===== src/ffha_ram.sv =====
// Generic single-clock RAM with one write port and one registered read port.
// Depends on nothing.
`default_nettype none

module ffha_ram #(
    parameter int WIDTH = 8,
    parameter int DEPTH = 256
) (
    input  wire logic                     i_clk,
    input  wire logic                     i_we,
    input  wire logic [$clog2(DEPTH)-1:0] i_waddr,
    input  wire logic [WIDTH-1:0]         i_wdata,
    input  wire logic                     i_re,
    input  wire logic [$clog2(DEPTH)-1:0] i_raddr,
    output      logic [WIDTH-1:0]         o_rdata
);

    logic [WIDTH-1:0] r_mem [DEPTH];

    // Write port and registered read port.
    always_ff @(posedge i_clk) begin
        if (i_we) begin
            r_mem[i_waddr] <= i_wdata;
        end
        if (i_re) begin
            o_rdata <= r_mem[i_raddr];
        end
    end

endmodule

`default_nettype wire

===== config.mk =====
export PLATFORM = sky130hd
export DESIGN_NAME = ffha_ram
export DESIGN_NICKNAME = d
export VERILOG_FILES = /design/src/ffha_ram.sv
export SDC_FILE = /design/constraint.sdc
export NUM_CORES = 2
export LEC_CHECK = 0
export CAP_MARGIN = 5
export CORE_MARGIN = 2
export CORE_UTILIZATION = 30
export DETAILED_ROUTE_END_ITERATION = 6
export DONT_BUFFER_PORTS = 1
export GPL_ROUTABILITY_DRIVEN = 0
export SYNTH_ARGS = -nofsm -noshare
export SYNTH_HDL_FRONTEND = slang
export SYNTH_SLANG_ARGS = --single-unit

===== constraint.sdc =====
create_clock -name i_clk -period 3.3 [get_ports i_clk]
set_input_delay 0.495 -clock i_clk [delete_from_list [all_inputs] [get_ports i_clk]]
set_output_delay 0.495 -clock i_clk [all_outputs]
set_load 0.02 [all_outputs]

==> parameters.txt <==
Parameter                              Value

Outcome
  Result of the run    finished, final reports clean

Setup path
  R2r worst-path depth    7
  Family of cells with the greatest summed delay on the critical path    buffers and inverters
  CP cell instances    buf_16 > buf_16 > mux4_2 > o22ai_1 > nor3_1 > buf_4 > nor4_1 > buf_4 > nor4_2
  Setup crit end kind    flip-flop
  Arrival time of the worst setup path    3.75 ns
  Required time at the worst-slack endpoint    3.90 ns
  Flop2flop setup slack    0.58 ns
  Delay contributed by the slowest stage of the critical path    0.74 ns
  Maximum fanout count along the critical path    118
  RR Startpoint    r_mem[82][3]
  Capture instance of the worst register-to-register path    o_rdata[3]
  CP Launch Point    i_raddr[0]
  Library cell contributing the largest single delay on the critical path    sky130_fd_sc_hd__nor4_1
  Critical path class    in -> reg
  CP startpoint kind    primary input
  Worst path bufs/invs    4

Layout
  Post-route standard cell area excluding fillers    0.09257 mm²
  Core Util, Final    34.98%
  Count of non-filler cells in the finished layout    7,776
  Most frequent cells in the layout    sky130_fd_sc_hd__edfxtp_1, sky130_fd_sc_hd__mux4_2, sky130_fd_sc_hd__buf_4
  Most common cell after layout, fill and taps aside    sky130_fd_sc_hd__edfxtp_1
  Fraction of layout instances using a drive strength above 1    26.13%
  # nets final    4,088
  Growth of design area from synthesis to finish    16.24%

Drt
  Detailed-route via count    39.80k
  Total wirelength of the detailed-routed design    209,200 µm
  DRT iter0 DRCs    4,865
  Average wire per cell in the routed design    26.90 µm
  Number of vias per cell    5.118
  Post-route ant nets    0
  Number of detailed-routing iterations run before antenna repair    6
  Residual DRC count    0

Global route
  Via count of the first global-routing pass    40.10k
  GRT Util Overall    14.96%
  Remaining global-route overflow    0
  First-pass GRT wire length    295,800 µm
  Initial antenna violation count    13
  Largest net degree at the start of global routing    579

Min path
  Source of the worst hold timing path    i_wdata[4]
  Classification of the worst-slack hold path    in -> reg
  Hold Path Stages    1
  Hold Crit Endpoint    r_mem[206][4]

Clock tree
  Clock transition at the registers of the reported paths    0.06 ns
  Sink Count    2,056
  Number of buffers created by CTS    207
  Buffer count from post-CTS setup fixing    0
  TritonCTS clock tree    yes
  Buffers from clock root to sink, at most    3
  Insertion delay of the later-clocked pin in the worst-skew pair    0.85 ns
  Root buffer cell    sky130_fd_sc_hd__clkbuf_16
  # H-tree levels    4

Synth
  Area share of the leading cell type in the synthesized netlist    77.53%
  Synth Area per Inst    21.33 µm²
  Number of instances in the synthesized netlist    3,733
  Top cells by area, synth    sky130_fd_sc_hd__edfxtp_1, sky130_fd_sc_hd__mux4_2, sky130_fd_sc_hd__mux2i_1
  Share of flip-flops with an asynchronous set or reset after synthesis    0%
  Warnings from Yosys    0
  Fraction of the yosys area taken by sequential cells    77.53%
  Unique cell type count in the Yosys netlist    54
  Most instantiated flip-flop cell in the synthesis netlist    sky130_fd_sc_hd__edfxtp_1
  Number of storage elements in the synthesis netlist    2,056
  Cell type with the highest aggregate area in the netlist    sky130_fd_sc_hd__edfxtp_1
  Netlist area before placement    0.07964 mm²
  Count of flip-flops with a built-in enable after synthesis    2,056
  Synthesized Nets    3,760

STA
  Pin slew with the least headroom to its limit    1.362 ns
  Final setup vio count    0
  RSZ-0062 raised after global routing    no
  Setup TNS after final layout    0 ns
  Worst rel slew slack    9.206%
  Max Freq    0.3176 GHz
  Count of final hold-check violations    0
  Setup Skew    0.04120 ns
  Portion of the clock cycle consumed by the worst path in the final layout    95.41%
  Final Max Tran Viols    0
  Minimum clock period    3.149 ns

Place
  Post-detailed-placement cell area    0.08522 mm²
  Post-detail-place hpwl    112,900 µm
  Input/output buffers    0
  Inst Count DP    7,357

Floorplan
  Ports    35
  Number of rows in the core area    189
  Horizontal die dimension    519.2 µm
  Placeable core area    0.2646 mm²
  Die outline area    0.2696 mm²
  Vertical die dimension    519.2 µm
  Starting density of the core    30.09%

Power and ir drop
  Cell Pwr Density    583.8 mW/mm²
  Leakage dissipation    28.54 nW
  Maximum vdd drop    0.5897 mV

Job
  Max-capacitance violation count    0
routing by layer:
metal  wire length (µm)  share of wire, %  up-vias  GRT usage (%)
met5                  7            0.0033        -              0
met1              86930                42    21430          20.64
met2             101700                49     1720          24.33
li1                   -                 -    16370              -
met3              15250               7.3      277          2.584
met4               5250               2.5        2          4.101
what timing repair did:
action | 4_1_cts | 5_1_grt
hold buffers | 14 | 7
endpoints found under the setup margin | 0 | 8
hold endpoints to repair | 1521 | 271
gates resized for setup | 0 | 1
how the worst max path moves through the flow:
| stage | depth (start not counted) | end |
|---|---|---|
| 2_1_floorplan | 9 | o_rdata[2] |
| 4_1_cts | 6 | o_rdata[1] |
| 6_report | 9 | o_rdata[0] |
| 3_5_place_dp | 6 | o_rdata[7] |
| 5_1_grt | 9 | o_rdata[0] |
| 3_3_place_gp | 7 | o_rdata[3] |
power by group:
part / switching (mW) / leakage [nW] / internal, mW / total, mW
registers: 0.0723 / 18.5 / 28.8 / 28.9
clock network: 10.0 / 3.19 / 12.7 / 22.7
logic: 1.47 / 6.86 / 0.952 / 2.42
stage by stage:
step                total power, mW  worst slack, ns  hold WS (ns)
floorplan                     30.79           0.7289        0.5939
finish                        54.05           0.1513       0.05292
global route                  55.52          0.07413       0.01245
detailed placement            31.10          -0.3038        0.6263
global placement              31.10          -0.3564        0.6264
CTS                           54.00           0.4542       -0.1670
sequential cells by signal, summed over array words and instances (netlist names):
signal   flops
o_rdata      8
r_mem     2048
area by class of cell:
type / count / area [µm²]
fillers: 24310 / 172000
flip-flops and latches: 2056 / 61740
multi-input cells: 1442 / 16490
clock buffers: 247 / 5330
well taps: 3533 / 4420
repair buffers: 352 / 3293
clock inverters: 137 / 1270
diodes: 7 / 17.52
inverters: 2 / 7.507
cells in the mapped netlist, drive strengths merged (8+ instances only):
master / count
edfxtp: 2056
mux4: 456
nor2: 282
mux2i: 134
a22oi: 133
buf: 122
clkbuf: 111
a21oi: 96
o221ai: 47
nand3: 34
nand2: 33
nor2b: 31
o22ai: 28
nor4: 27
nor3: 22
a211oi: 16
a221oi: 14
o21ai: 12
nand4: 10
o211ai: 10
a22o: 8
nand2b: 8
cell families (layout without fill, tap and decap cells):
family | after synthesis | after routing | synth area share [%]
AND/OR/NAND/NOR | 466 | 466 | 2.625
AO/OA/AOI/OAI | 385 | 385 | 3.416
flip-flops | 2056 | 2056 | 77.53
other | 0 | 7 | 0
buffers and inverters | 235 | 738 | 1.829
multiplexers | 591 | 591 | 14.60
No activity file was read; power rests on OpenSTA's default activity.
